<file path="src/hdl/positional_list_insert_delete_macros.svh">
// Assertion macros for the positional list block.
`ifndef POSITIONAL_LIST_INSERT_DELETE_MACROS_SVH
`define POSITIONAL_LIST_INSERT_DELETE_MACROS_SVH

// Same-cycle implication, checked on clock, off during reset.
`define PLID_ASSERT_NOW(label, ante, cons, msg) \
   label: assert property (@(posedge clock) disable iff (reset) (ante) |-> (cons)) \
      else $error(msg);

// Next-cycle implication, checked on clock, off during reset.
`define PLID_ASSERT_NEXT(label, ante, cons, msg) \
   label: assert property (@(posedge clock) disable iff (reset) (ante) |=> (cons)) \
      else $error(msg);

`endif

</file>
<file path="src/hdl/plid_pkg.sv">
// Package: field widths, request and status codes, cell select type.
`timescale 1ns / 1ps

package plid_pkg;

   localparam int CAPACITY_DEF   = 16;
   localparam int DATA_WIDTH_DEF = 32;

   localparam int REQ_TYPE_W = 2;
   localparam int POSITION_W = 5;
   localparam int VALUE_W    = 32;
   localparam int STATUS_W   = 2;
   localparam int COUNT_W    = 5;

   localparam logic [REQ_TYPE_W-1:0] REQ_INSERT = 2'd0;
   localparam logic [REQ_TYPE_W-1:0] REQ_DELETE = 2'd1;
   localparam logic [REQ_TYPE_W-1:0] REQ_DUMP   = 2'd2;

   localparam logic [STATUS_W-1:0] STATUS_OK    = 2'd0;
   localparam logic [STATUS_W-1:0] STATUS_RANGE = 2'd1;
   localparam logic [STATUS_W-1:0] STATUS_FULL  = 2'd2;

   typedef enum logic [2:0] {
      SEL_HOLD,
      SEL_LOAD,
      SEL_LEFT,
      SEL_RIGHT,
      SEL_HEAD
   } plid_cell_sel_type;

endpackage

</file>
<file path="src/hdl/plid_if.sv">
// Request and response channel interfaces.
`timescale 1ns / 1ps

interface plid_req_if;
   import plid_pkg::*;

   logic                         valid;
   logic                         ready;
   logic [REQ_TYPE_W-1:0]        req_type;
   logic [POSITION_W-1:0]        position;
   logic signed [VALUE_W-1:0]    value;

   modport source (output valid, req_type, position, value, input ready);
   modport sink   (input valid, req_type, position, value, output ready);
endinterface

interface plid_rsp_if;
   import plid_pkg::*;

   logic                         valid;
   logic                         ready;
   logic [STATUS_W-1:0]          status;
   logic [COUNT_W-1:0]           count;
   logic                         has_value;
   logic signed [VALUE_W-1:0]    value_res;
   logic                         last;

   modport source (output valid, status, count, has_value, value_res, last, input ready);
   modport sink   (input valid, status, count, has_value, value_res, last, output ready);
endinterface

</file>
<file path="src/hdl/plid_cell.sv">
// One list cell: holds an entry, takes a new word, a neighbor's word or the head cell's word.
`timescale 1ns / 1ps

module plid_cell #(
   parameter int DATA_WIDTH = plid_pkg::DATA_WIDTH_DEF
) (
   input  logic                        clock,
   input  plid_pkg::plid_cell_sel_type sel,
   input  logic [DATA_WIDTH-1:0]       load_word,
   input  logic [DATA_WIDTH-1:0]       left_word,
   input  logic [DATA_WIDTH-1:0]       right_word,
   input  logic [DATA_WIDTH-1:0]       head_word,
   output logic [DATA_WIDTH-1:0]       word
);
   import plid_pkg::*;

   logic [DATA_WIDTH-1:0] word_ff;
   logic [DATA_WIDTH-1:0] word_in;

   always_comb begin
      case (sel)
         SEL_LOAD:  word_in = load_word;
         SEL_LEFT:  word_in = left_word;
         SEL_RIGHT: word_in = right_word;
         SEL_HEAD:  word_in = head_word;
         default:   word_in = word_ff;
      endcase
   end

   always_ff @(posedge clock) begin
      word_ff <= word_in;
   end

   assign word = word_ff;

endmodule

</file>
<file path="src/hdl/positional_list_insert_delete.sv">
// Positional list top level: a chain of cells with a request decoder and output register.
// Insert, delete and unknown codes: one response, registered, the cycle after acceptance;
// one request per cycle while the response is taken.
// Dump of N entries: N responses, registered from the head cell once the state enters dump,
// one per cycle while taken, the chain turning by one place; an empty dump gives one response.
// Synchronous reset empties the list and clears the state and response valid.
`timescale 1ns / 1ps
`include "positional_list_insert_delete_macros.svh"

module positional_list_insert_delete #(
   parameter int CAPACITY   = plid_pkg::CAPACITY_DEF,
   parameter int DATA_WIDTH = plid_pkg::DATA_WIDTH_DEF
) (
   input logic         clock,
   input logic         reset,
   plid_req_if.sink    req_chan,
   plid_rsp_if.source  rsp_chan
);
   import plid_pkg::*;

   localparam int IDX_W = $clog2(CAPACITY);
   localparam int CNT_W = $clog2(CAPACITY + 1);
   localparam int CMP_W = ((CNT_W > POSITION_W) ? CNT_W : POSITION_W) + 1;

   typedef enum logic [1:0] {
      ST_IDLE = 2'b01,
      ST_DUMP = 2'b10
   } plid_state_type;

   plid_state_type          state_ff, state_in;
   logic [CNT_W-1:0]        count_ff, count_in;
   logic [CNT_W-1:0]        dump_left_ff, dump_left_in;

   logic                    rsp_valid_ff, rsp_valid_in;
   logic [STATUS_W-1:0]     rsp_status_ff, rsp_status_in;
   logic [COUNT_W-1:0]      rsp_count_ff, rsp_count_in;
   logic                    rsp_has_value_ff, rsp_has_value_in;
   logic [VALUE_W-1:0]      rsp_value_ff, rsp_value_in;
   logic                    rsp_last_ff, rsp_last_in;

   logic                    accept;
   logic                    out_free;
   logic [CMP_W-1:0]        pos_ext;
   logic [CMP_W-1:0]        cnt_ext;
   logic                    ins_bad_pos;
   logic                    del_bad_pos;
   logic                    list_full;
   logic [IDX_W-1:0]        pos_idx;
   logic                    ins_ok;
   logic                    del_ok;
   logic                    dump_emit;
   logic [DATA_WIDTH-1:0]   load_word;

   logic [DATA_WIDTH-1:0]   word     [CAPACITY];
   plid_cell_sel_type       cell_sel [CAPACITY];

   assign out_free       = !rsp_valid_ff || rsp_chan.ready;
   assign req_chan.ready = (state_ff == ST_IDLE) && out_free;
   assign accept         = req_chan.valid && req_chan.ready;

   assign pos_ext     = CMP_W'(req_chan.position);
   assign cnt_ext     = CMP_W'(count_ff);
   assign ins_bad_pos = (pos_ext == '0) || (pos_ext > cnt_ext + 1'b1);
   assign del_bad_pos = (pos_ext == '0) || (pos_ext > cnt_ext);
   assign list_full   = (count_ff == CNT_W'(CAPACITY));
   assign pos_idx     = IDX_W'(pos_ext - 1'b1);

   assign ins_ok    = accept && (req_chan.req_type == REQ_INSERT) && !ins_bad_pos && !list_full;
   assign del_ok    = accept && (req_chan.req_type == REQ_DELETE) && !del_bad_pos;
   assign dump_emit = (state_ff == ST_DUMP) && out_free;

   assign load_word = DATA_WIDTH'(64'($unsigned(req_chan.value)));

   // cell chain
   for (genvar g = 0; g < CAPACITY; g++) begin : g_cell
      localparam bit HAS_RIGHT = (g < CAPACITY - 1);
      logic [DATA_WIDTH-1:0] left_word;
      logic [DATA_WIDTH-1:0] right_word;

      if (g == 0) begin : g_left_edge
         assign left_word = word[0];
      end else begin : g_left
         assign left_word = word[g-1];
      end

      if (HAS_RIGHT) begin : g_right
         assign right_word = word[g+1];
      end else begin : g_right_edge
         assign right_word = word[g];
      end

      always_comb begin
         cell_sel[g] = SEL_HOLD;
         if (ins_ok) begin
            if (IDX_W'(g) > pos_idx) begin
               cell_sel[g] = SEL_LEFT;
            end else if (IDX_W'(g) == pos_idx) begin
               cell_sel[g] = SEL_LOAD;
            end
         end else if (del_ok) begin
            if (HAS_RIGHT && (IDX_W'(g) >= pos_idx)) begin
               cell_sel[g] = SEL_RIGHT;
            end
         end else if (dump_emit) begin
            if (CNT_W'(g + 1) == count_ff) begin
               cell_sel[g] = SEL_HEAD;
            end else if (CNT_W'(g + 1) < count_ff) begin
               cell_sel[g] = SEL_RIGHT;
            end
         end
      end

      plid_cell #(
         .DATA_WIDTH (DATA_WIDTH)
      ) u_cell (
         .clock      (clock),
         .sel        (cell_sel[g]),
         .load_word  (load_word),
         .left_word  (left_word),
         .right_word (right_word),
         .head_word  (word[0]),
         .word       (word[g])
      );
   end

   always_comb begin
      state_in         = state_ff;
      count_in         = count_ff;
      dump_left_in     = dump_left_ff;
      rsp_valid_in     = rsp_valid_ff && !rsp_chan.ready;
      rsp_status_in    = rsp_status_ff;
      rsp_count_in     = rsp_count_ff;
      rsp_has_value_in = rsp_has_value_ff;
      rsp_value_in     = rsp_value_ff;
      rsp_last_in      = rsp_last_ff;

      if (accept) begin
         rsp_valid_in     = 1'b1;
         rsp_status_in    = STATUS_OK;
         rsp_has_value_in = 1'b0;
         rsp_value_in     = '0;
         rsp_last_in      = 1'b1;
         case (req_chan.req_type)
            REQ_INSERT: begin
               if (ins_bad_pos) begin
                  rsp_status_in = STATUS_RANGE;
               end else if (list_full) begin
                  rsp_status_in = STATUS_FULL;
               end else begin
                  count_in = count_ff + 1'b1;
               end
            end
            REQ_DELETE: begin
               if (del_bad_pos) begin
                  rsp_status_in = STATUS_RANGE;
               end else begin
                  count_in = count_ff - 1'b1;
               end
            end
            REQ_DUMP: begin
               if (count_ff != '0) begin
                  rsp_valid_in = 1'b0;
                  state_in     = ST_DUMP;
                  dump_left_in = count_ff;
               end
            end
            default: begin
            end
         endcase
         rsp_count_in = COUNT_W'(count_in);
      end else if (dump_emit) begin
         rsp_valid_in     = 1'b1;
         rsp_status_in    = STATUS_OK;
         rsp_count_in     = COUNT_W'(count_ff);
         rsp_has_value_in = 1'b1;
         rsp_value_in     = VALUE_W'(64'($signed(word[0])));
         rsp_last_in      = (dump_left_ff == CNT_W'(1));
         dump_left_in     = dump_left_ff - 1'b1;
         if (dump_left_ff == CNT_W'(1)) begin
            state_in = ST_IDLE;
         end
      end
   end

   always_ff @(posedge clock) begin
      if (reset) begin
         state_ff     <= ST_IDLE;
         count_ff     <= '0;
         dump_left_ff <= '0;
         rsp_valid_ff <= 1'b0;
      end else begin
         state_ff     <= state_in;
         count_ff     <= count_in;
         dump_left_ff <= dump_left_in;
         rsp_valid_ff <= rsp_valid_in;
      end
   end

   always_ff @(posedge clock) begin
      rsp_status_ff    <= rsp_status_in;
      rsp_count_ff     <= rsp_count_in;
      rsp_has_value_ff <= rsp_has_value_in;
      rsp_value_ff     <= rsp_value_in;
      rsp_last_ff      <= rsp_last_in;
   end

   assign rsp_chan.valid     = rsp_valid_ff;
   assign rsp_chan.status    = rsp_status_ff;
   assign rsp_chan.count     = rsp_count_ff;
   assign rsp_chan.has_value = rsp_has_value_ff;
   assign rsp_chan.value_res = $signed(rsp_value_ff);
   assign rsp_chan.last      = rsp_last_ff;

   `PLID_ASSERT_NOW(a_count_bound, 1'b1, count_ff <= CNT_W'(CAPACITY), "count above capacity")
   `PLID_ASSERT_NEXT(a_insert_grows, ins_ok, count_ff == CNT_W'($past(count_ff) + 1'b1), "insert did not grow list")
   `PLID_ASSERT_NEXT(a_delete_shrinks, del_ok, count_ff == CNT_W'($past(count_ff) - 1'b1), "delete did not shrink list")
   `PLID_ASSERT_NOW(a_nonlast_in_dump, rsp_chan.valid && !rsp_chan.last, state_ff == ST_DUMP, "non-final response outside dump")

endmodule

</file>
<file path="src/flat_wrapper.sv">
// flat-port wrapper written by rule: the top's interface ports become plain ports
module positional_list_insert_delete_flat import plid_pkg::*;
#(
   parameter int CAPACITY   = plid_pkg::CAPACITY_DEF,
   parameter int DATA_WIDTH = plid_pkg::DATA_WIDTH_DEF
)
  (clock, reset, req_chan_valid, req_chan_req_type, req_chan_position, req_chan_value, req_chan_ready, rsp_chan_valid, rsp_chan_status, rsp_chan_count, rsp_chan_has_value, rsp_chan_value_res, rsp_chan_last, rsp_chan_ready);
  plid_req_if req_chan_i ();
  plid_rsp_if rsp_chan_i ();
  input logic clock;
  input logic reset;
  input wire logic [$bits(req_chan_i.valid)-1:0] req_chan_valid;
  input wire logic [$bits(req_chan_i.req_type)-1:0] req_chan_req_type;
  input wire logic [$bits(req_chan_i.position)-1:0] req_chan_position;
  input wire logic [$bits(req_chan_i.value)-1:0] req_chan_value;
  output wire logic [$bits(req_chan_i.ready)-1:0] req_chan_ready;
  output wire logic [$bits(rsp_chan_i.valid)-1:0] rsp_chan_valid;
  output wire logic [$bits(rsp_chan_i.status)-1:0] rsp_chan_status;
  output wire logic [$bits(rsp_chan_i.count)-1:0] rsp_chan_count;
  output wire logic [$bits(rsp_chan_i.has_value)-1:0] rsp_chan_has_value;
  output wire logic [$bits(rsp_chan_i.value_res)-1:0] rsp_chan_value_res;
  output wire logic [$bits(rsp_chan_i.last)-1:0] rsp_chan_last;
  input wire logic [$bits(rsp_chan_i.ready)-1:0] rsp_chan_ready;
  assign req_chan_i.valid = req_chan_valid;
  assign req_chan_i.req_type = req_chan_req_type;
  assign req_chan_i.position = req_chan_position;
  assign req_chan_i.value = req_chan_value;
  assign req_chan_ready = req_chan_i.ready;
  assign rsp_chan_valid = rsp_chan_i.valid;
  assign rsp_chan_status = rsp_chan_i.status;
  assign rsp_chan_count = rsp_chan_i.count;
  assign rsp_chan_has_value = rsp_chan_i.has_value;
  assign rsp_chan_value_res = rsp_chan_i.value_res;
  assign rsp_chan_last = rsp_chan_i.last;
  assign rsp_chan_i.ready = rsp_chan_ready;
  positional_list_insert_delete #(.CAPACITY(CAPACITY), .DATA_WIDTH(DATA_WIDTH)) u_core (.clock(clock), .reset(reset), .req_chan(req_chan_i), .rsp_chan(rsp_chan_i));
endmodule
</file>
<file path="config.mk">
export PLATFORM = sky130hd
export DESIGN_NAME = positional_list_insert_delete_flat
export DESIGN_NICKNAME = d
export VERILOG_FILES = /design/src/hdl/plid_pkg.sv /design/src/hdl/plid_if.sv /design/src/hdl/plid_cell.sv /design/src/hdl/positional_list_insert_delete.sv /design/src/flat_wrapper.sv
export VERILOG_INCLUDE_DIRS = /design/src /design/src/hdl
export SDC_FILE = /design/constraint.sdc
export NUM_CORES = 1
export LEC_CHECK = 0
export BUFFER_PORTS_ARGS = -buffer_cell sky130_fd_sc_hd__buf_2
export CAP_MARGIN = 20
export CORE_ASPECT_RATIO = 1.1
export CORE_MARGIN = 8
export CORE_UTILIZATION = 55
export CTS_CLUSTER_DIAMETER = 200
export CTS_CLUSTER_SIZE = 12
export DETAILED_ROUTE_END_ITERATION = 12
export HOLD_SLACK_MARGIN = 0.1
export PLACE_DENSITY_LB_ADDON = 0.15
export SLEW_MARGIN = 20
export SYNTH_ARGS = -nofsm -noshare
export SYNTH_HDL_FRONTEND = slang
export SYNTH_SLANG_ARGS = --single-unit
</file>
<file path="constraint.sdc">
create_clock -name clock -period 7.25 [get_ports clock]
set_clock_uncertainty 0.15 [all_clocks]
set_input_delay 0.725 -clock clock [delete_from_list [all_inputs] [get_ports clock]]
set_output_delay 0.725 -clock clock [all_outputs]
set_load 0.02 [all_outputs]
</file>
; Yosys cells after proc, flatten, opt, wreduce, memory -nomap -nowiden
; Cells that the tools add are included.
[totals]
out_inout_bits = 43
elab_cells = 389
regBits = 566
input_bits = 43
[op_classes]
reduce_logical = 42
eq_ne = 100
n_addsub = 5
mux = 168
magnitude_cmp = 49
[op_table]
columns = cell, n
row1 = case mux 32 bit (4 select lines), 13
row2 = 2-to-1 mux 3 bit, 79
row3 = case mux 32 bit (3 select lines), 2
row4 = "== test 3 x 2 -> 1 bit, second input constant", 30
row5 = 2-to-1 mux 2 bit, 41
row6 = case mux 32 bit (2 select lines), 1
row7 = nonzero test 4 bit, 13
row8 = "== test 3 x 1 -> 1 bit, second input constant", 16
row9 = "== test 3 bit, second input constant", 15
row10 = 2-to-1 mux 5 bit, 9
row11 = "== test 4 x 5 -> 1 bit, first input constant", 8
row12 = "< comparator 4 x 5 -> 1 bit, first input constant", 8
row13 = "== test 4 bit, first input constant", 8
row14 = "greater-than comparator 4 bit, first input constant", 8
row15 = "greater-or-equal comparator 4 bit, first input constant", 7
row16 = 2-to-1 mux 1 bit, 21
row17 = "== test 3 x 5 -> 1 bit, first input constant", 4
row18 = "< comparator 3 x 5 -> 1 bit, first input constant", 4
row19 = "== test 3 x 4 -> 1 bit, first input constant", 4
row20 = "greater-or-equal comparator 3 x 4 -> 1 bit, first input constant", 4
row21 = "greater-than comparator 3 x 4 -> 1 bit, first input constant", 4
row22 = "== test 2 x 5 -> 1 bit, first input constant", 2
row23 = "< comparator 2 x 5 -> 1 bit, first input constant", 2
row24 = case mux 5 bit (2 select lines), 1
row25 = other kinds (34), 60

; Depth between registers and ports, before layout
; Gate-level depths: netlist of the first run.
[depth]
word_depth = 11
ltp_mapped = 14
depth_no_buf = 10

; By module
; From an unflattened synthesis of the first run, not the netlist that was laid out.
[unflattened]
cells_unflattened = 2847
area_unflattened_um2 = 34154.0
[by_module_without_submodules]
columns = module, seq_area_each_um2, n_inst, area_each_um2, cells_each
row1 = plid_cell, 960.9, 16, 1905.6, 147
row2 = positional_list_insert_delete, 1151.1, 1, 3664.8, 495

; Worst setup path after synthesis of the first run
; No wires, ideal clock.
[synth_path]
path_type = flip-flop to flip-flop
from = reg u_core.count_ff[0]
to = reg u_core.g_cell[3].u_cell.word_ff[0], enable pin
t_arrival_ps = 4707
setup_time_ps = 466
slack_ps = 1928
stages_incl_launch_ff = 13
path_buffers = 3
required_time_ps = 6634
period_less_slack_ps = 5322
cell_sequence = dfxtp_1 > buf_2 > inv_1 > ha_1 > inv_1 > ha_1 > nor2b_1 > o21ai_0 > a221o_1 > buf_2 > nand2_1 > clkbuf_1 > o21ai_0
[synth_via]
elab_chain_cells = 9
word_cells_on_any_way = 24
cone_classes = add/sub (1) / order compare (3) / eq/ne (6) / mux (5) / reduce/logical (9)
[synth_rtl]
columns = element, line_no
row1 = "start, declared", positional_list_insert_delete.sv:31  ; logic [CNT_W-1:0] count_ff, count_in;
row2 = "start signal, assigned", positional_list_insert_delete.sv:193  ; count_ff <= count_in;
row3 = adder 5 x 1 -> 6 bit, positional_list_insert_delete.sv:63  ; assign ins_bad_pos = (pos_ext == '0) || (pos_ext > cnt_ext + 1'b1);
row4 = greater-than comparator 5 x 6 -> 1 bit, positional_list_insert_delete.sv:63
row5 = logical OR 1 bit, positional_list_insert_delete.sv:63
row6 = logical NOT 1 bit, positional_list_insert_delete.sv:68  ; assign ins_ok = accept && (req_chan.req_type == REQ_INSERT) && !ins_bad_pos && !list_full;
row7 = logical AND 1 bit (2 in series), positional_list_insert_delete.sv:68
row8 = 2-to-1 mux 3 bit (*), positional_list_insert_delete.sv:94  ; if (ins_ok) begin
row9 = == test 3 bit (tied with other cells), plid_cell.sv:21  ; case (sel)
row10 = nonzero test 4 bit (no line) (*), -
row11 = "end signal, assigned", plid_cell.sv:31  ; word_ff <= word_in;
row12 = "end, declared", plid_cell.sv:17  ; logic [DATA_WIDTH-1:0] word_ff;
; Every way passes the cells marked *; elsewhere a longest branch is shown, timed or not.
; A chain may end at the register's enable or synchronous reset.

; Final worst setup path of the first run
[layout_path]
from = reg u_core.count_ff[0]
to = reg u_core.g_cell[13].u_cell.word_ff[3], enable pin
[layout_via]
elab_chain_cells = 9
word_cells_on_any_way = 24
cone_classes = add/sub (1) / order compare (3) / eq/ne (6) / mux (5) / reduce/logical (9)
[layout_rtl]
columns = element, line_no
row1 = adder 5 x 1 -> 6 bit, positional_list_insert_delete.sv:63
row2 = greater-than comparator 5 x 6 -> 1 bit, positional_list_insert_delete.sv:63
row3 = logical OR 1 bit, positional_list_insert_delete.sv:63
row4 = logical NOT 1 bit, positional_list_insert_delete.sv:68
row5 = logical AND 1 bit (2 in series), positional_list_insert_delete.sv:68
row6 = 2-to-1 mux 3 bit (*), positional_list_insert_delete.sv:94
row7 = == test 3 bit (tied with other cells), plid_cell.sv:21
row8 = nonzero test 4 bit (no line) (*), -
row9 = "end signal, assigned", plid_cell.sv:31
row10 = "end, declared", plid_cell.sv:17
; Marks and branches as above.

==> results of run 1 <==
-- placed cells by master, fill, tap and decap left out, drive strengths merged, types with 10 or more instances in the layout --
cell    instances
nor2b          36
a211o          41
nand2b         23
o21bai         10
clkbuf         75
a22o          131
dfxtp          47
inv            53
a21oi         106
nand4          43
o221a          59
a221oi        108
o31ai          73
nand3          46
a221o         159
buf           170
a22oi         186
a21o           12
a211oi         27
ha             21
o22ai          35
nor3          101
mux2           96
nand2         138
edfxtp        519
and4           20
nor2          202
and2           28
o21ai          51
a222oi         13
-- synthesized netlist by cell type (5+ instances only) --
library cell / number
sky130_fd_sc_hd__a211o_1: 41
sky130_fd_sc_hd__a211oi_1: 27
sky130_fd_sc_hd__a21o_1: 12
sky130_fd_sc_hd__a21oi_1: 103
sky130_fd_sc_hd__a221o_1: 159
sky130_fd_sc_hd__a221oi_1: 59
sky130_fd_sc_hd__a221oi_2: 48
sky130_fd_sc_hd__a222oi_1: 13
sky130_fd_sc_hd__a22o_1: 131
sky130_fd_sc_hd__a22oi_1: 185
sky130_fd_sc_hd__a2bb2oi_1: 6
sky130_fd_sc_hd__a31oi_1: 7
sky130_fd_sc_hd__and2_1: 27
sky130_fd_sc_hd__and4_1: 20
sky130_fd_sc_hd__buf_1: 8
sky130_fd_sc_hd__buf_2: 85
sky130_fd_sc_hd__buf_4: 10
sky130_fd_sc_hd__buf_6: 7
sky130_fd_sc_hd__clkbuf_1: 220
sky130_fd_sc_hd__dfxtp_1: 47
sky130_fd_sc_hd__edfxtp_1: 519
sky130_fd_sc_hd__ha_1: 21
sky130_fd_sc_hd__inv_1: 50
sky130_fd_sc_hd__mux2_1: 28
sky130_fd_sc_hd__mux2_2: 68
sky130_fd_sc_hd__nand2_1: 138
sky130_fd_sc_hd__nand2b_1: 23
sky130_fd_sc_hd__nand3_1: 46
sky130_fd_sc_hd__nand4_1: 41
sky130_fd_sc_hd__nor2_1: 198
sky130_fd_sc_hd__nor2b_1: 36
sky130_fd_sc_hd__nor3_1: 91
sky130_fd_sc_hd__nor3_2: 10
sky130_fd_sc_hd__o211ai_1: 5
sky130_fd_sc_hd__o21ai_0: 50
sky130_fd_sc_hd__o21bai_1: 10
sky130_fd_sc_hd__o221a_1: 26
sky130_fd_sc_hd__o221a_2: 33
sky130_fd_sc_hd__o22ai_1: 35
sky130_fd_sc_hd__o31a_1: 6
sky130_fd_sc_hd__o31ai_1: 68
sky130_fd_sc_hd__or3_1: 7
sky130_fd_sc_hd__xnor2_1: 5
-- final cells by class --
class,count,area [um^2],share of cell area [%]
Antenna cell,1,2.50,0.00730
Multi-Input combinational cell,1851,14100,41.1
Clock buffer,75,1410,4.11
Inverter,50,188,0.548
Sequential cell,566,16500,48.2
Tap cell,752,941,2.75
Clock inverter,3,28.8,0.0840
Timing Repair Buffer,170,1090,3.17
-- stage by stage --
stage	cell area (um^2)	setup WS, ns
detailed placement	32800	2.18
global placement	32800	2.23
CTS	34200	2.14
global route	34300	1.89
finish	34300	2.06
floorplan	31900	1.93
-- power breakdown --
part | total [mW] | switching [mW] | internal (mW)
registers | 3.75 | 0.0613 | 3.69
clock network | 2.54 | 1.21 | 1.33
logic | 0.770 | 0.493 | 0.277
-- metal layers --
layer	GRT usage (%)	part of all wire [%]	vias to the layer above	wire (um)
met3	5.91	13	152	13000
met2	43.6	42	1769	43300
met5	0	0	-	0
met1	45.5	43	12700	44100
met4	7.24	2.0	0	2100
li1	-	-	11200	-
-- flip-flops by register name (all words and copies together) (netlist names), 2 cells and up --
signal	flops
u_core.rsp_chan.count	5
u_core.g_cell.u_cell.word	512
u_core.rsp_chan.value_res	32
u_core.count_ff	5
u_core.rsp_chan.status	2
u_core.dump_left_ff	5
u_core.state_ff	2
-- final timing paths --
| kind | startpoint | slack [ns] | to | cells after the start |
|---|---|---|---|---|
| min | u_core.rsp_chan.value_res[3]$_SDFFE_PP0P_ | 0.30 | u_core.rsp_chan.value_res[3]$_SDFFE_PP0P_ | 2 |
| max reg2reg | u_core.count_ff[0]$_SDFFE_PP0P_ | 2.06 | u_core.g_cell[13].u_cell.word[3]$_DFFE_PP_ | 9 |
| max | u_core.count_ff[0]$_SDFFE_PP0P_ | 2.06 | u_core.g_cell[13].u_cell.word[3]$_DFFE_PP_ | 9 |
| min reg2reg | u_core.rsp_chan.value_res[3]$_SDFFE_PP0P_ | 0.30 | u_core.rsp_chan.value_res[3]$_SDFFE_PP0P_ | 2 |
-- kinds of logic after synthesis --
group | Yosys count | share of synthesized area (%)
flops | 566 | 51.8
mux | 99 | 3.48
compound gates | 1055 | 28.1
xor+xnor | 5 | 0.137
simple gates | 671 | 10.6
fa+ha+maj | 21 | 0.823
buf+inv | 382 | 5.12
-- worst max-delay path: stages (launching register included) --
cell and delay [ns]:
sky130_fd_sc_hd__dfxtp_1 0.65, sky130_fd_sc_hd__inv_1 0.30, sky130_fd_sc_hd__ha_1 0.42, sky130_fd_sc_hd__inv_1 0.06, sky130_fd_sc_hd__ha_1 0.27, sky130_fd_sc_hd__nor2b_1 0.13
sky130_fd_sc_hd__o21ai_0 0.34, sky130_fd_sc_hd__a221o_1 0.52, sky130_fd_sc_hd__nand2_1 0.78, sky130_fd_sc_hd__o21bai_4 1.15
==> qor_table.md, run 1 <==
| Metric | Value | Unit |
|---|---|---|
| Run status | completed | - |
| Final hold violation count | 0 | - |
| CTS tree | built | - |
| Starting density of the core | 55.7 | % |
| Critical path data required time | 7.33 | ns |
| Number of detailed-route iterations in the first pass | 6 | - |
| Count of different cell masters after synthesis | 83 | - |
| # hold bufs at CTS | 0 | - |
| Cells after Synth | 2,799 | - |
| Count of nets after finishing | 2,756 | - |
| Async set-or-reset flop fraction in the synthesized netlist | 0 | % |
| Most area-consuming cells after synthesis | sky130_fd_sc_hd__edfxtp_1 (49%), sky130_fd_sc_hd__a221o_1 (5.0%), sky130_fd_sc_hd__a22oi_1 (4.4%) | - |
| Count of filler cells inserted in the layout | 4,663 | - |
| Fraction of the cycle the final worst path needs | 71.6 | % |
| Final wirelength | 102,000 | um |
| Syn Area/Cell | 11.4 | um^2 |
| Post-CTS Resized | 0 | - |
| Fraction of post-synthesis cell area in the top cell type by area | 48.8 | % |
| Crit path time final | 5.19 | ns |
| Critical Path AT | 5.27 | ns |
| Clock tree root driver cell | sky130_fd_sc_hd__clkbuf_16 | - |
| Peak supply drop | 187 | uV |
| Number of global-route vias before repair | 24,600 | - |
| Final Wtd Congestion | 0.917 | - |
| HPWL after detailed placement | 70,600 | um |
| Number of enable flip-flop cells after synthesis | 519 | - |
| Achievable clock frequency | 193 | MHz |
| Antenna viol nets, final | 0 | - |
| Relative slew slack | 23.2 | % |
| IO buf count | 85 | - |
| Worst hold margin | 0.298 | ns |
| Starting DRC count in detailed routing | 3,968 | - |
| Count of final max-slew check failures | 0 | - |
| Area growth syn-to-layout | 7.36 | % |
| Crit path max fanout | 32 | - |
| Largest net degree at the start of global routing | 66 | - |
| Area of the die | 66,000 | um^2 |
| Cell area after synthesis | 31,900 | um^2 |
| Proportion of synthesized chip area in sequential cells | 51.8 | % |
| Row count | 92 | - |
| Power density cells | 206 | nW/um^2 |
| All-layer global routing usage | 29.9 | % |
| Critical Setup Path Class | flip-flop to flip-flop | - |
| Area of the core | 57,300 | um^2 |
| Global-route wire length before repair | 155,000 | um |
| Final setup violation count | 0 | - |
| Clk_lat worst skew | 0.61 | ns |
| Cell taking the most area after synthesis | sky130_fd_sc_hd__edfxtp_1 | - |
| Crit end category | flip-flop | - |
| Reg clk slew, reported paths | 0.07 | ns |
| Overall via count from detail_route | 25,800 | - |
| Overall power after layout | 7.07 | mW |
| Global route total overflow | 0 | - |
| Proportion of layout cells with a drive suffix above 1 | 16.6 | % |
| Path type of the worst min-delay path | flip-flop to flip-flop | - |
| Total number of clock tree sinks | 566 | - |
| Worst Tran Pin Value | 1.15 | ns |
| Width of the die | 246 | um |
| Deepest level of the CTS H-tree | 2 | - |
| Number of clock buffers inserted by TritonCTS | 53 | - |
| Maximum buffer depth of the clock tree | 3 | - |
| Worst setup SP type | flip-flop | - |
| Post-layout instance count excluding filler cells | 3,468 | - |
| Cell count after placement | 3,386 | - |
| Count of yosys warnings during synthesis | 0 | - |
| Net count after synthesis | 2,863 | - |
| Final Core Density | 59.8 | % |
| Buffer count from post-CTS setup fixing | 0 | - |
| DRC errors left | 0 | - |
| Count of boundary I/O pins | 86 | - |
| Number of antenna violations at the first check in global routing | 1 | - |
| Via-to-Cell Ratio | 7.43 | - |
| Reported leakage power | 11.3 | nW |
| Number of synthesized register bits | 566 | - |
| RSZ-0062 raised after global routing | false | - |
| Wire length per cell | 29.5 | um |
| Most instantiated flip-flop cell in the synthesis netlist | sky130_fd_sc_hd__edfxtp_1 | - |
| Vert. Die Dim | 269 | um |
| Count of max-cap constraint violations | 0 | - |
| TNS Setup | 0 | ns |
(Power assumes the default switching activity.)
==> run 2: changes to the inputs <==
--- a/config.mk
+++ b/config.mk
@@ -6,6 +6,7 @@
 export SDC_FILE = /design/constraint.sdc
 export NUM_CORES = 1
 export LEC_CHECK = 0
+export ABC_AREA = 1
 export BUFFER_PORTS_ARGS = -buffer_cell sky130_fd_sc_hd__buf_2
 export CAP_MARGIN = 20
 export CORE_ASPECT_RATIO = 1.1
==> constraint.sdc (replaced) <==
create_clock -name clock -period 4.4 [get_ports clock]
set_clock_uncertainty 0.15 [all_clocks]
set_input_delay 0.44 -clock clock [delete_from_list [all_inputs] [get_ports clock]]
set_output_delay 0.44 -clock clock [all_outputs]
set_load 0.02 [all_outputs]
==> qor_table.md, run 2 <==
| Metric | Value | Unit | Change |
|---|---|---|---|
| Area growth syn-to-layout | 7.82 | % | was 7.36% |
| Clock tree root driver cell | sky130_fd_sc_hd__clkbuf_16 | - | unchanged |
| Achievable clock frequency | 246 | MHz | was 193 MHz |
| Row count | 96 | - | was 92 |
| Maximum buffer depth of the clock tree | 3 | - | unchanged |
| Max FFs per register | 512 | - | unchanged |
| Worst hold margin | 0.154 | ns | was 0.298 ns |
| All-layer global routing usage | 32.9 | % | was 29.9% |
| Number of detailed-route iterations in the first pass | 6 | - | unchanged |
| Critical Path AT | 4.24 | ns | was 5.27 ns |
| Most frequent standard cell in the layout excluding fill and tap cells | sky130_fd_sc_hd__nand2_1 | - | was sky130_fd_sc_hd__edfxtp_1 |
| Via-to-Cell Ratio | 5.93 | - | was 7.43 |
| DRC errors left | 0 | - | unchanged |
| Final wirelength | 121,000 | um | was 102,000 um |
| Beginning of the critical path | u_core.count_ff[1]$_SDFFE_PP0P_ | - | was u_core.count_ff[0]$_SDFFE_PP0P_ |
| Fraction of post-synthesis cell area in the top cell type by area | 45.2 | % | was 48.8% |
| Total number of clock tree sinks | 566 | - | unchanged |
| Cells after Synth | 4,708 | - | was 2,799 |
| Async set-or-reset flop fraction in the synthesized netlist | 0 | % | unchanged |
| Starting DRC count in detailed routing | 4,337 | - | was 3,968 |
| Crit end category | flip-flop | - | unchanged |
| Final Wtd Congestion | 0.933 | - | was 0.917 |
| Wire length per cell | 22.0 | um | was 29.5 um |
| Worst Tran Pin Value | 1.17 | ns | was 1.15 ns |
| Number of cells traversed by the worst register-to-register path | 14 | - | was 9 |
| HPWL after detailed placement | 78,800 | um | was 70,600 um |
| Reported leakage power | 16.9 | nW | was 11.3 nW |
| Worst setup SP type | flip-flop | - | unchanged |
| Critical Setup Path Class | flip-flop to flip-flop | - | unchanged |
| FF-to-FF Start | u_core.count_ff[1]$_SDFFE_PP0P_ | - | was u_core.count_ff[0]$_SDFFE_PP0P_ |
| Number of enable flip-flop cells after synthesis | 519 | - | unchanged |
| Number of global-route vias before repair | 31,200 | - | was 24,600 |
| Cell with the most instances after synthesis | sky130_fd_sc_hd__nand2_1 | - | was sky130_fd_sc_hd__edfxtp_1 |
| Count of yosys warnings during synthesis | 0 | - | unchanged |
| Power density cells | 329 | nW/um^2 | was 206 nW/um^2 |
| Proportion of synthesized chip area in sequential cells | 47.9 | % | was 51.8% |
| Register-to-Register Setup Slack | 0.33 | ns | was 2.06 ns |
| Count of boundary I/O pins | 86 | - | unchanged |
| Deepest level of the CTS H-tree | 2 | - | unchanged |
| Net count after synthesis | 4,772 | - | was 2,863 |
| Area post-placement | 35,500 | um^2 | was 32,800 um^2 |
| Most area-consuming cells after synthesis | sky130_fd_sc_hd__edfxtp_1 (45%), sky130_fd_sc_hd__nand2_1 (15%), sky130_fd_sc_hd__nand3_1 (8.1%) | - | was sky130_fd_sc_hd__edfxtp_1 (49%), sky130_fd_sc_hd__a221o_1 (5.0%), sky130_fd_sc_hd__a22oi_1 (4.4%) |
| Count of final max-slew check failures | 0 | - | unchanged |
| Met3 wirelength from detailed routing | 11,900 | um | was 13,000 um |
| Count of nets after finishing | 4,664 | - | was 2,756 |
| Syn Area/Cell | 7.32 | um^2 | was 11.4 um^2 |
| Count of max-cap constraint violations | 0 | - | unchanged |
| Area of the core | 62,200 | um^2 | was 57,300 um^2 |
| Number of antenna violations at the first check in global routing | 3 | - | was 1 |
| Final hold violation count | 0 | - | unchanged |
| Reg clk slew, reported paths | 0.07 | ns | about the same |
| IO buf count | 85 | - | unchanged |
| Peak supply drop | 293 | uV | was 187 uV |
| Most common library cells after synthesis | sky130_fd_sc_hd__nand2_1 (1,376), sky130_fd_sc_hd__nor2_1 (736), sky130_fd_sc_hd__nand3_1 (557) | - | was sky130_fd_sc_hd__edfxtp_1 (519), sky130_fd_sc_hd__clkbuf_1 (220), sky130_fd_sc_hd__nor2_1 (198) |
| Top Layer Used | met4 | - | unchanged |
| Fraction of the cycle the final worst path needs | 92.6 | % | was 71.6% |
| Critical path data required time | 4.57 | ns | was 7.33 ns |
| Final setup violation count | 0 | - | unchanged |
| RSZ-0062 raised after global routing | false | - | unchanged |
| Crit path max fanout | 14 | - | was 32 |
| Cell taking the most area after synthesis | sky130_fd_sc_hd__edfxtp_1 | - | unchanged |
| Cell depth of the worst hold path | 5 | - | was 2 |
| Number of synthesized register bits | 566 | - | unchanged |
| Max incr delay on CP | 1.04 | ns | was 1.15 ns |
| Count of filler cells inserted in the layout | 5,915 | - | was 4,663 |
| Most frequent cell on the critical path | sky130_fd_sc_hd__nand2_1 | - |  |
| Width of the die | 255 | um | was 246 um |
| Metal2 WL | 57,500 | um | was 43,300 um |
| Cell count after placement | 5,374 | - | was 3,386 |
| Clk_lat worst skew | 0.63 | ns | was 0.61 ns |
| Post-layout instance count excluding filler cells | 5,479 | - | was 3,468 |
| Vert. Die Dim | 279 | um | was 269 um |
| Proportion of layout cells with a drive suffix above 1 | 7.54 | % | was 16.6% |
| Final standard cell area without fillers | 37,200 | um^2 | was 34,300 um^2 |
| List of cells traversed by the critical path | ha_1, nand2_1, xor2_1, inv_1, ha_1, nand2_1, nor2_1, nand2_1, nand2_1, inv_2, nand2_4, nand4_4, o31ai_4, buf_4 | - | was inv_1, ha_1, inv_1, ha_1, nor2b_1, o21ai_0, a221o_1, nand2_1, o21bai_4 |
| Most instantiated flip-flop cell in the synthesis netlist | sky130_fd_sc_hd__edfxtp_1 | - | unchanged |
| Run status | completed | - | unchanged |
| Path type of the worst min-delay path | input pin to flip-flop | - | was flip-flop to flip-flop |
| Most frequent cells in the layout | sky130_fd_sc_hd__nand2_1 (1,372), sky130_fd_sc_hd__nor2_1 (731), sky130_fd_sc_hd__nand3_1 (551), sky130_fd_sc_hd__edfxtp_1 (519), sky130_fd_sc_hd__inv_1 (428) | - | was sky130_fd_sc_hd__edfxtp_1 (519), sky130_fd_sc_hd__nor2_1 (187), sky130_fd_sc_hd__a22oi_1 (185), sky130_fd_sc_hd__a221o_1 (159), sky130_fd_sc_hd__nand2_1 (136) |
| Launch instance of the worst min-delay path | req_chan_req_type[0] | - | was u_core.rsp_chan.value_res[3]$_SDFFE_PP0P_ |
| Number of clock buffers inserted by TritonCTS | 53 | - | unchanged |
| Sum of routed wire segments on met1 | 45,500 | um | was 44,100 um |
| Slowest stage cell on the critical path | sky130_fd_sc_hd__o31ai_4 | - | was sky130_fd_sc_hd__o21bai_4 |
| Crit path time final | 4.07 | ns | was 5.19 ns |
| CTS tree | built | - | unchanged |
| Count of different cell masters after synthesis | 39 | - | was 83 |
| Cell area after synthesis | 34,500 | um^2 | was 31,900 um^2 |
| Overall via count from detail_route | 32,500 | - | was 25,800 |
| Largest net degree at the start of global routing | 65 | - | was 66 |
| Starting density of the core | 55.4 | % | was 55.7% |
| Antenna viol nets, final | 0 | - | unchanged |
| Relative slew slack | 22.3 | % | was 23.2% |
| Global route total overflow | 0 | - | unchanged |
| Global-route wire length before repair | 183,000 | um | was 155,000 um |
| Area of the die | 71,000 | um^2 | was 66,000 um^2 |
-- run 2: changes by cell type in the layout (fill, tap and decap cells not counted), moves of 63 or more --
cell / change
sky130_fd_sc_hd__inv_1: +378
sky130_fd_sc_hd__nor2_1: +544
sky130_fd_sc_hd__a221o_1: -159
sky130_fd_sc_hd__o31ai_1: -64
sky130_fd_sc_hd__nand3_1: +505
sky130_fd_sc_hd__mux2_2: -68
sky130_fd_sc_hd__a22o_1: -131
sky130_fd_sc_hd__o21ai_0: +276
sky130_fd_sc_hd__nand4_1: +63
sky130_fd_sc_hd__nand2_1: +1236
sky130_fd_sc_hd__nor3_1: -85
sky130_fd_sc_hd__a22oi_1: -185
-- run 2: area by class of cell --
| type | count | area [um^2] | share of cell area [%] |
|---|---|---|---|
| Timing Repair Buffer | 211 | 1500 | 4.05 |
| Clock inverter | 2 | 27.5 | 0.0741 |
| Sequential cell | 566 | 16500 | 44.5 |
| Inverter | 441 | 1660 | 4.45 |
| Antenna cell | 2 | 5.00 | 0.0135 |
| Multi-Input combinational cell | 3327 | 14900 | 40.1 |
| Clock buffer | 97 | 1510 | 4.07 |
| Tap cell | 833 | 1040 | 2.80 |
-- run 2: kinds of logic after synthesis --
kind of cell               Yosys count  synth area share [%]
DFF                                566                  47.9
AOI/OAI and AO/OA                  482                  7.43
adders and majority gates           21                 0.762
xor gates and xnor gates             8                 0.203
buffers and inverters              815                  9.58
and+or+nand+nor                   2816                  34.1
-- run 2: final timing paths --
kind / end
max: u_core.g_cell[13].u_cell.word[28]$_DFFE_PP_
min: u_core.rsp_chan.valid$_SDFF_PP0_
max reg2reg: u_core.g_cell[13].u_cell.word[28]$_DFFE_PP_
min reg2reg: u_core.rsp_chan.last$_SDFFE_PP1P_
-- run 2: critical path, delay by kind of cell, from the launching register on --
family / cells / cell delay [ns]
adders and majority gates: 2 / 0.60
xor gates and xnor gates: 1 / 0.17
AOI/OAI and AO/OA: 1 / 1.04
DFF: 1 / 0.59
and+or+nand+nor: 7 / 0.71
buffers and inverters: 3 / 0.50
-- run 2: per-layer routing --
layer	vias up	global-route usage (%)
li1	15100	-
met1	15300	41.5
met2	1829	54.8
met3	368	6.24
met4	0	14.5
met5	-	0
-- run 2: power breakdown --
group / leakage, nW / switching [mW] / internal [mW]
clock network: 0.729 / 2.15 / 2.31
registers: 5.09 / 0.0933 / 6.17
logic: 11.1 / 1.08 / 0.425
total: 16.9 / 3.32 / 8.90
-- run 2: timing repair --
action	4_1_cts	5_1_grt
buffers inserted	0	0
hold buffers	2	0
resized for setup	0	0
endpoints found under the hold margin	7	0
-- run 2: stage by stage --
step	util (%)	setup TNS (ns)	power (mW)	setup slack, ns
after floorplan	-	-51.12	7.37	-0.533
after global placement	57.1	0	7.79	0.476
after detailed placement	57.1	0	7.83	0.415
after CTS	59.6	0	12.2	0.376
after global routing	59.7	0	12.6	0.0498
final	59.7	0	12.2	0.327
